===== src/hw/rtl/tlt_pkg.sv =====
package tlt_pkg;

  localparam int OCC_W = 7;

  localparam logic [1:0] OP_TICK   = 2'd0;
  localparam logic [1:0] OP_LOCK   = 2'd1;
  localparam logic [1:0] OP_UNLOCK = 2'd2;
  localparam logic [1:0] OP_QUERY  = 2'd3;

  localparam logic [31:0] TIMEOUT_RESET = 32'd1000;

  typedef struct packed {
    logic [1:0]  opcode;
    logic [31:0] flow_id;
    logic [31:0] chunk_id;
  } in_req_t;

  typedef struct packed {
    logic             is_locked;
    logic             stored;
    logic             removed;
    logic [OCC_W-1:0] occupancy;
  } out_res_t;

  // broadcast control for the row of cells
  typedef struct packed {
    logic eval;
    logic sel_stale;
    logic shift;
  } cell_ctrl_t;

endpackage


===== src/hw/rtl/tlt_cell.sv =====
module tlt_cell #(
  parameter int TIME_BITS = 48
) (
  input  logic                   clk,
  input  tlt_pkg::cell_ctrl_t    ctrl,
  input  logic                   load,
  input  logic                   live,
  input  logic                   found_in,
  output logic                   found_out,
  input  logic [31:0]            key_flow,
  input  logic [31:0]            key_chunk,
  input  logic [TIME_BITS-1:0]   now,
  input  logic [31:0]            timeout,
  input  logic [31:0]            nb_flow,
  input  logic [31:0]            nb_chunk,
  input  logic [TIME_BITS-1:0]   nb_stamp,
  input  logic                   nb_match,
  input  logic                   nb_stale,
  output logic [31:0]            flow,
  output logic [31:0]            chunk,
  output logic [TIME_BITS-1:0]   stamp,
  output logic                   match,
  output logic                   stale
);

  logic [31:0]          flow_r;
  logic [31:0]          chunk_r;
  logic [TIME_BITS-1:0] stamp_r;
  logic                 match_r;
  logic                 stale_r;
  logic [TIME_BITS-1:0] age;
  logic                 hit;

  assign age       = now - stamp_r;
  assign hit       = live & (ctrl.sel_stale ? stale_r : match_r);
  // at or beyond the first hit every cell pulls from its right neighbour
  assign found_out = found_in | hit;

  always_ff @(posedge clk) begin
    if (load) begin
      flow_r  <= key_flow;
      chunk_r <= key_chunk;
      stamp_r <= now;
    end else if (ctrl.shift && found_out) begin
      flow_r  <= nb_flow;
      chunk_r <= nb_chunk;
      stamp_r <= nb_stamp;
      match_r <= nb_match;
      stale_r <= nb_stale;
    end else if (ctrl.eval) begin
      match_r <= (flow_r == key_flow) && (chunk_r == key_chunk);
      stale_r <= age > TIME_BITS'(timeout);
    end
  end

  assign flow  = flow_r;
  assign chunk = chunk_r;
  assign stamp = stamp_r;
  assign match = match_r;
  assign stale = stale_r;

endmodule

===== config.mk =====
export PLATFORM = sky130hd
export DESIGN_NAME = tlt_cell
export DESIGN_NICKNAME = d
export VERILOG_FILES = /design/src/hw/rtl/tlt_pkg.sv /design/src/hw/rtl/tlt_cell.sv
export SDC_FILE = /design/constraint.sdc
export NUM_CORES = 1
export LEC_CHECK = 0
export ABC_CLOCK_PERIOD_IN_PS = 6000
export BUFFER_PORTS_ARGS = -buffer_cell sky130_fd_sc_hd__buf_2
export CAP_MARGIN = 20
export CORE_MARGIN = 4
export CORE_UTILIZATION = 50
export DETAILED_ROUTE_END_ITERATION = 8
export PLACE_DENSITY = 0.82
export SLEW_MARGIN = 20
export SYNTH_ARGS = -nofsm -noshare
export SYNTH_HDL_FRONTEND = slang
export SYNTH_SLANG_ARGS = --single-unit

===== constraint.sdc =====
create_clock -name clk -period 6 [get_ports clk]
set_input_delay 0.6 -clock clk [delete_from_list [all_inputs] [get_ports clk]]
set_output_delay 0.6 -clock clk [all_outputs]
set_load 0.05 [all_outputs]

==> flow_metrics.py, run 1 <==
metrics = {
    "global_route": {
        "grt_max_degree": 76,
        "antenna_found_initial": 11,
        "grt_first_pass_wirelength_um": 49700,
        "grt_overflow_total": 0,
        "grt_use_total_pct": 29.2,
        "grt_pass1_vias": 9298,
    },
    "critical_path": {
        "r2r-end": "stale",
        "worstPathCellList": "inv_1 > ha_1 > o211ai_1 > a21o_1 > and2_2 > o21ai_0 > nor2_1 > o21ai_0 > nand2_1 > nand2_1 > xor2_1 > ha_1 > a21oi_1 > nor2b_1 > o21ai_0 > o2111ai_1 > a211o_1 > a21oi_1 > nand4_1 > nor4_1 > nor2_1",
        "cp_common_cell": "o21ai_0",
        "path_delay_family": "compound AO/OA/AOI/OAI gates",
        "crit_slowest_cell": "ha_1",
        "critPathCaptureType": "flip-flop",
        "crit_buf_inv": 1,
        "reg2reg_slack_ns": 1.51,
        "crit_arrival_ns": 4.67,
        "startpoint": "stamp[3]",
        "max_stage_delay_ns": 0.41,
        "cp_num_cells": 21,
        "critPathRequiredTime_ns": 6.17,
        "r2r-start": "stamp[3]",
        "crit_type": "flip-flop to flip-flop",
        "path_max_fanout": 7,
        "rr_worst_depth": 21,
        "start_kind": "flip-flop",
        "cp-endpoint": "stale",
    },
    "cts": {
        "cts_hold_buf": 0,
        "clockRootBuffer": "clkbuf_16",
        "clk_latency_ns": 0.43,
        "cts_resized": 0,
        "cts.htree.levels": 4,
        "cts_buffers": 17,
        "clk_pin_slew_ns": 0.07,
        "cts_tree": "done",
        "postCtsSetupBuffers": 0,
        "clk_path_buf_depth": 2,
        "cts_sinks": 114,
    },
    "logic_synthesis": {
        "synthArstFlopShare_pct": 0,
        "ys_types": 65,
        "synth-main-ff-cell": "edfxtp_1",
        "yosysSeqAreaShare_pct": 36.0,
        "synth-edff-count": 114,
        "synth.net_count": 1310,
        "syn_inst": 965,
        "ys_ff_latch": 114,
        "avgSynthCellArea_um2": 9.87,
        "ys_warn_count": 0,
        "syn-cell-area_um2": 9520,
    },
    "sta": {
        "skew_ns": 0.0227,
        "fmax_ghz": 0.223,
        "slew_headroom_pct": 51.5,
        "fin_crit_sh_pct": 74.9,
        "finalMaxSlewViolations": 0,
        "finalWorstSetupSlack_ns": 1.51,
        "worst_pin_slew_ns": 0.719,
        "hold_viol": 0,
        "rsz0062_at_grt": "no",
        "setup_viol": 0,
        "fin_crit_ns": 4.49,
        "tns_ns": 0,
    },
    "detailed_routing": {
        "ant_nets": 0,
        "wl_per_cell_um": 20.3,
        "drc_errors": 0,
        "wl_um": 32200,
        "firstDrtPassIters": 5,
        "via_per_inst": 5.70,
        "num_vias": 9061,
        "drtIter0Drc": 659,
    },
    "final_layout": {
        "nNetsFinal": 1678,
        "drive_gt1_share_pct": 40.3,
        "layout_commonest_cell": "buf_2",
        "final_cell_mix": "buf_2 (378), mux2_2 (115), edfxtp_1 (114)",
        "syn_to_final_growth_pct": 28.0,
        "fillers": 1515,
    },
    "power_and_ir_drop": {
        "intPower_w": 0.00195,
        "sequentialPowerShare_pct": 31.4,
        "p_sw_share_pct": 39.3,
        "p_leak_nw": 5.67,
        "power_frac_comb_pct": 38.3,
        "ir_worst_vdd_uv": 200,
        "p_total_w": 0.00322,
        "power_density_nw_per_um2": 264,
        "switching_power_w": 0.00127,
        "clock_power_share_pct": 30.2,
    },
    "die": {
        "fp.dieW_um": 146,
        "row_count": 50,
        "io-pin-count": 380,
        "die_h_um": 146,
        "initial_utilization_pct": 50.9,
        "die-area_um2": 21300,
        "fp.coreArea_um2": 18700,
    },
    "place": {
        "dp_hpwl_um": 26000,
        "portBuffers": 379,
        "pre_cts_ws_ns": 1.18,
        "gp_congestion": 0.946,
    },
    "worst_hold_path": {
        "hp-class": "input port to flip-flop",
    },
    "run": {
        "drv_cap": 0,
    },
    "outcome": {
        "status": "complete, no violations",
    },
}
## routing by layer
layer	wire, µm	vias up	share of wire (%)	GRT usage, %
met3	2800	55	8.7	7.91
li1	-	4279	-	-
met5	7	-	0.022	0
met2	16400	458	51	50.7
met1	12400	4267	39	35.0
met4	606	2	1.9	10.2
## synthesized netlist by cell type, drive strengths merged, types with 2 or more instances
cell,number,area [µm²]
or3,5,36.3
a21oi,71,359
ha,79,988
o2111ai,6,52.6
a31o,2,17.5
a31oi,4,25.0
o211a,2,20.0
nor2,48,180
nor3,11,60.1
buf,16,87.6
nand2,72,270
clkbuf,18,67.6
o21a,6,45.0
a21boi,5,37.5
nor2b,6,37.5
nor4,22,144
nand3,17,85.1
o211ai,9,67.6
nand2b,8,50.1
o21ai,39,195
a211o,2,17.5
a22oi,2,15.0
or2,2,12.5
mux2,116,1310
a21o,18,136
a2bb2oi,2,17.5
o21bai,2,15.0
a211oi,11,87.6
xnor2,27,236
nand4,27,169
o221ai,2,17.5
inv,94,353
edfxtp,114,3420
and2,3,20.0
and3,4,25.0
xor2,75,657
o31ai,3,41.3
o31a,2,17.5
## flip-flops by register name, indices dropped and copies added (netlist names)
| signal | count |
|---|---|
| chunk | 32 |
| flow | 32 |
| match | 1 |
| stale | 1 |
| stamp | 48 |
## cell type report
type                       instances  area (µm²)  area share (%)
antenna                           10        25.0           0.205
tap                              234         293            2.40
multi-input combinational        723        5600            45.9
clock buffer                      18         429            3.52
inverter                          94         353            2.89
timing repair buffer             383        1950            16.0
sequential                       114        3420            28.1
clock inverter                    14         119           0.975
## through the flow
stage | util (%) | instances | hold WS [ns] | instance area [µm²]
4_1_cts | 64.9 | 1579 | 0.462 | 12100
5_1_grt | 65.2 | 1590 | 0.469 | 12200
6_report | 65.2 | 1590 | 0.469 | 12200
3_3_place_gp | 61.9 | 1547 | 0.901 | 11600
2_1_floorplan | - | 965 | 0.815 | 9520
3_5_place_dp | 61.9 | 1547 | 0.905 | 11600
## power by group through the flow
stage	Sequential [W]	Combinational [W]	Clock (W)
3_3_place_gp	0.00103	0.00119	0
3_5_place_dp	0.00103	0.00121	0
6_report	0.00101	0.00123	0.000973
5_1_grt	0.00102	0.00134	0.00101
4_1_cts	0.00101	0.00122	0.000979
2_1_floorplan	0.00127	0.000628	0
## cells by family after synthesis
kind of cell	count (synthesis)	synth area share [%]
and+or+nand+nor	230	11.9
adders and majority gates	80	10.6
xor gates and xnor gates	102	9.38
muxes	117	13.8
buffers and inverters	128	5.34
DFF	114	36.0
AOI/OAI and AO/OA	194	13.0
## worst min-delay path by stage
stage                            start   endpoint  slack, ns  depth (start not counted)
after CTS                 nb_chunk[11]  chunk[11]       0.46                          2
after global placement    nb_stamp[42]  stamp[42]       0.90                          2
final                     nb_stamp[37]  stamp[37]       0.47                          2
after global routing        nb_flow[3]    flow[3]       0.47                          2
after floorplan               nb_stale      stale       0.81                          2
after detailed placement  nb_chunk[11]  chunk[11]       0.91                          2
Power figures use the tool's default switching activity.
==> run 2: changes to the inputs <==
Settings changed: ABC_CLOCK_PERIOD_IN_PS 6000 to 4200.
Clock period 6 ns to 4.2 ns, I/O delays scaled along.
==> flow_metrics.py, run 2 (synthesis results as in run 1) <==
metrics = {
    "place": {
        "gp_congestion": 0.967,
        "dpl-instance-area_um2": 11900,
        "dp_hpwl_um": 26500,
        "portBuffers": 379,
    },
    "sta": {
        "fmax_ghz": 0.242,
        "rsz0062_at_grt": "yes",
        "fin_crit_sh_pct": 98.2,
        "slew_headroom_pct": 30.3,
        "hold_viol": 0,
        "setup_viol": 0,
        "finalMaxSlewViolations": 0,
        "skew_ns": 0.0110,
        "fin_crit_ns": 4.13,
        "worst_pin_slew_ns": 1.05,
    },
    "cts": {
        "cts_tree": "done",
        "clockRootBuffer": "clkbuf_16",
        "cts.htree.levels": 4,
        "cts_sinks": 114,
        "clk_latency_ns": 0.42,
        "clk_path_buf_depth": 2,
        "clk_pin_slew_ns": 0.07,
        "cts_buffers": 17,
    },
    "critical_path": {
        "crit_type": "flip-flop to flip-flop",
        "critPathRequiredTime_ns": 4.36,
        "start_kind": "flip-flop",
        "critPathCaptureType": "flip-flop",
        "path_max_fanout": 3,
        "crit_arrival_ns": 4.29,
    },
    "die": {
        "initial_utilization_pct": 50.9,
        "row_count": 50,
        "io-pin-count": 380,
        "fp.dieW_um": 146,
        "die_h_um": 146,
        "die-area_um2": 21300,
        "fp.coreArea_um2": 18700,
    },
    "final_layout": {
        "nNetsFinal": 1719,
        "multi_input_area_um2": 5650,
        "layout_commonest_cell": "buf_2",
        "ff_latch_area_um2": 3420,
        "final_cell_area_um2": 12600,
        "fillers": 1501,
        "final_cell_mix": "buf_2 (378), mux2_2 (115), edfxtp_1 (114)",
        "syn_to_final_growth_pct": 32.2,
        "largest_register_ffs": 48,
        "drive_gt1_share_pct": 42.9,
    },
    "run": {
        "drv_cap": 0,
    },
    "power_and_ir_drop": {
        "power_frac_comb_pct": 38.3,
        "p_sw_share_pct": 37.7,
        "power_density_nw_per_um2": 386,
        "p_total_w": 0.00486,
        "clock_power_share_pct": 31.9,
        "ir_worst_vdd_uv": 277,
        "p_leak_nw": 5.88,
        "switching_power_w": 0.00183,
        "intPower_w": 0.00303,
        "sequentialPowerShare_pct": 29.8,
    },
    "global_route": {
        "grt_overflow_total": 0,
        "grt_use_total_pct": 29.5,
        "grt_max_degree": 82,
        "grt_pass1_vias": 9341,
        "grt_first_pass_wirelength_um": 50000,
        "antenna_found_initial": 10,
    },
    "outcome": {
        "status": "complete, no violations",
    },
    "detailed_routing": {
        "firstDrtPassIters": 5,
        "ant_nets": 0,
        "num_vias": 9223,
        "drc_errors": 0,
        "via_per_inst": 5.66,
        "wl_um": 33000,
        "drtIter0Drc": 662,
        "wl_per_cell_um": 20.3,
    },
    "worst_hold_path": {
        "hp-class": "input port to flip-flop",
    },
}
-- run 2: cell count changes in the layout (fill, tap and decap cells not counted), sizes merged --
| cell | before | now |
|---|---|---|
| buf | 383 | 424 |
| bufinv | 0 | 3 |
| clkbuf | 18 | 17 |
| clkinv | 2 | 6 |
| clkinvlp | 4 | 3 |
| diode | 10 | 9 |
| inv | 102 | 96 |
-- run 2: layer usage --
| layer | wire [µm] | global-route usage, % | vias up |
|---|---|---|---|
| li1 | - | - | 4356 |
| met1 | 12600 | 35.1 | 4297 |
| met2 | 16600 | 51.0 | 488 |
| met3 | 2840 | 7.72 | 80 |
| met4 | 1040 | 12.1 | 2 |
| met5 | 13 | 0 | - |
-- run 2: critical path: stages (launching register included) --
cell       delay (ns)
edfxtp_1         0.35
ha_2             0.19
inv_2            0.04
fa_2             0.36
a21o_2           0.22
a31o_1           0.24
a211oi_2         0.24
buf_4            0.16
o31ai_4          0.07
nand2_1          0.10
nor3_1           0.05
nor2_1           0.13
xnor2_1          0.14
ha_1             0.26
nor2b_1          0.13
o21ai_1          0.12
o2111ai_1        0.13
a211o_1          0.31
a21oi_2          0.13
nand4_1          0.12
nor4_1           0.30
nor2_1           0.07
-- run 2: power groups by stage --
stage                     Clock (W)  Sequential (W)  Combinational [W]
after floorplan                   0         0.00180           0.000901
final                       0.00155         0.00145            0.00186
after detailed placement          0         0.00147            0.00181
after global routing        0.00161         0.00146            0.00201
after CTS                   0.00155         0.00145            0.00182
after global placement            0         0.00147            0.00179
-- run 2: worst paths after layout --
kind                startpoint   endpoint  slack, ns  depth (start not counted)
setup / recovery      stamp[0]      stale       0.07                         21
hold / removal    nb_stamp[42]  stamp[42]       0.30                          2
setup reg to reg      stamp[0]      stale       0.07                         21
hold reg to reg      stamp[45]      stale       1.03                          6
-- run 2: layout make-up --
type / instances / share of cell area [%]
antenna: 9 / 0.179
multi-input combinational: 723 / 44.9
tap: 234 / 2.33
clock inverter: 14 / 1.45
inverter: 94 / 2.80
timing repair buffer: 424 / 17.8
clock buffer: 17 / 3.38
sequential: 114 / 27.2
-- run 2: what timing repair did --
item | 4_1_cts | 5_1_grt
setup buffers | 0 | 0
hold buffers | 0 | 0
pin swaps | 2 | 8
gates resized for setup | 0 | 15
setup endpoints to repair | 1 | 1
-- run 2: metrics by stage --
step / utilization [%] / cells / setup TNS, ns / hold WS (ns) / setup WS [ns]
finish: 67.3 / 1629 / 0 / 0.298 / 0.0744
global route: 67.3 / 1629 / -0.178 / 0.290 / -0.178
CTS: 66.9 / 1620 / 0 / 0.289 / 0.00505
detailed placement: 63.7 / 1589 / -0.230 / 0.725 / -0.230
global placement: 63.7 / 1589 / -0.0898 / 0.721 / -0.0898
floorplan: - / 965 / 0 / 0.635 / 0.0433
==> run 3: changes to the inputs <==
Settings changed: BUFFER_PORTS_ARGS -buffer_cell sky130_fd_sc_hd__buf_2 to default, CELL_PAD_IN_SITES_DETAIL_PLACEMENT from default to 0, CELL_PAD_IN_SITES_GLOBAL_PLACEMENT from default to 1, CORE_UTILIZATION 50 to 48, DONT_BUFFER_PORTS from default to 1, PLACE_DENSITY 0.82 to default, PLACE_DENSITY_LB_ADDON from default to 0.1.
==> flow_metrics.py, run 3 (synthesis results as in run 1) <==
metrics = {
    "outcome": {
        "status": "complete, no violations",
    },
    "final_layout": {
        "syn_to_final_growth_pct": 16.0,
        "fillers": 1789,
        "final_cell_mix": "mux2_2 (115), edfxtp_1 (114), inv_1 (94)",
        "layout_commonest_cell": "mux2_2",
        "largest_register_ffs": 48,
        "nNetsFinal": 1384,
        "drive_gt1_share_pct": 25.2,
    },
    "critical_path": {
        "critPathCaptureType": "flip-flop",
        "path_max_fanout": 3,
        "rr_worst_depth": 21,
        "r2r-end": "stale",
        "crit_type": "flip-flop to flip-flop",
        "start_kind": "flip-flop",
        "reg2reg_slack_ns": 0.02,
        "startpoint": "stamp[0]",
        "r2r-start": "stamp[0]",
        "critPathRequiredTime_ns": 4.37,
        "cp-endpoint": "stale",
        "crit_arrival_ns": 4.35,
    },
    "die": {
        "fp.dieW_um": 149,
        "die_h_um": 149,
        "row_count": 51,
        "io-pin-count": 380,
        "initial_utilization_pct": 48.9,
        "fp.coreArea_um2": 19500,
        "die-area_um2": 22200,
    },
    "sta": {
        "fmax_ghz": 0.239,
        "setup_viol": 0,
        "skew_ns": 0.0129,
        "fin_crit_sh_pct": 99.5,
        "holdWs_ns": 0.212,
        "hold_viol": 0,
        "worst_pin_slew_ns": 0.707,
        "finalMaxSlewViolations": 0,
        "slew_headroom_pct": 52.8,
        "tns_ns": 0,
        "rsz0062_at_grt": "yes",
        "fin_crit_ns": 4.18,
    },
    "cts": {
        "cts_tree": "done",
        "cts_buffers": 17,
        "cts.htree.levels": 4,
        "clk_pin_slew_ns": 0.07,
        "clk_latency_ns": 0.42,
        "cts_sinks": 114,
        "clockRootBuffer": "clkbuf_16",
        "clk_path_buf_depth": 2,
    },
    "global_route": {
        "antenna_found_initial": 9,
        "grt_overflow_total": 0,
        "grt_first_pass_wirelength_um": 46400,
        "grt_pass1_vias": 8101,
        "grt_max_degree": 115,
        "grt_use_total_pct": 27.1,
    },
    "power_and_ir_drop": {
        "ir_worst_vdd_uv": 295,
        "p_leak_nw": 4.60,
        "power_density_nw_per_um2": 410,
    },
    "detailed_routing": {
        "via_per_inst": 5.95,
        "num_vias": 7884,
        "wl_per_cell_um": 23.5,
        "drtIter0Drc": 490,
        "drc_errors": 0,
        "wl_um": 31100,
        "ant_nets": 0,
        "firstDrtPassIters": 6,
    },
    "place": {
        "portBuffers": 0,
        "dp_hpwl_um": 25800,
        "gp_congestion": 0.988,
    },
    "run": {
        "drv_cap": 0,
    },
    "worst_hold_path": {
        "hold_depth": 1,
        "hp-class": "input port to flip-flop",
    },
}
run 3: timing repair:
action | CTS | global route
hold buffers | 0 | 0
gates resized for setup | 7 | 12
pin swaps | 1 | 6
endpoints found under the setup margin | 1 | 1
cloned | 0 | 0
buffers inserted | 0 | 1
run 3: routing by layer:
layer / global-route usage (%) / up-vias / routed length, µm / share of wire (%)
met2: 44.8 / 354 / 15300 / 49
met3: 7.75 / 50 / 2560 / 8.2
li1: - / 3685 / - / -
met1: 33.8 / 3795 / 12500 / 40
met4: 9.98 / 0 / 807 / 2.6
met5: 0 / - / 0 / 0
run 3: stage by stage:
step	instance area (µm²)	cells	setup slack (ns)	power, W	utilization, %
finish	11000	1326	0.0191	0.00453	56.7
global route	11000	1326	-0.233	0.00475	56.7
CTS	11000	1316	0.00669	0.00452	56.4
detailed placement	10400	1284	-0.137	0.00312	53.4
global placement	10400	1284	-0.0964	0.00310	53.4
floorplan	9540	965	0.0433	0.00270	-
run 3: power by group:
part           internal [W]  total (W)  leakage [nW]  switching [W]
registers           0.00138    0.00169          1.14       0.000302
logic              0.000609    0.00144          3.19       0.000835
clock network      0.000773    0.00140         0.271       0.000622
run 3: worst max-delay path, cell delays in order, from the launching register on:
cell	delay, ns
edfxtp_1	0.36
ha_2	0.18
inv_1	0.05
fa_2	0.33
a21o_2	0.20
a31o_1	0.24
a211oi_2	0.28
buf_4	0.17
o31ai_4	0.08
nand2_1	0.12
nor3_1	0.06
nor2_1	0.12
xnor2_1	0.16
ha_1	0.28
nor2b_1	0.13
o21ai_0	0.13
o2111ai_1	0.12
a211o_1	0.31
a21oi_2	0.15
nand4_1	0.12
nor4_2	0.25
nor2_1	0.07
run 3: cell type report:
type / count / area [µm²] / area share [%]
repair buffers: 89 / 693 / 6.28
multi-input cells: 723 / 5670 / 51.3
diodes: 9 / 22.5 / 0.204
clock buffers: 17 / 425 / 3.85
flip-flops and latches: 114 / 3420 / 31.0
clock inverters: 15 / 125 / 1.13
well taps: 265 / 332 / 3.00
inverters: 94 / 353 / 3.20
run 3: how the worst min path moves through the flow:
stage	startpoint	to	slack, ns
detailed placement	nb_stamp[42]	stamp[42]	0.64
global placement	nb_stamp[37]	stamp[37]	0.64
finish	nb_chunk[21]	chunk[21]	0.21
global route	nb_chunk[21]	chunk[21]	0.20
CTS	nb_chunk[16]	chunk[16]	0.20
floorplan	nb_stale	stale	0.63
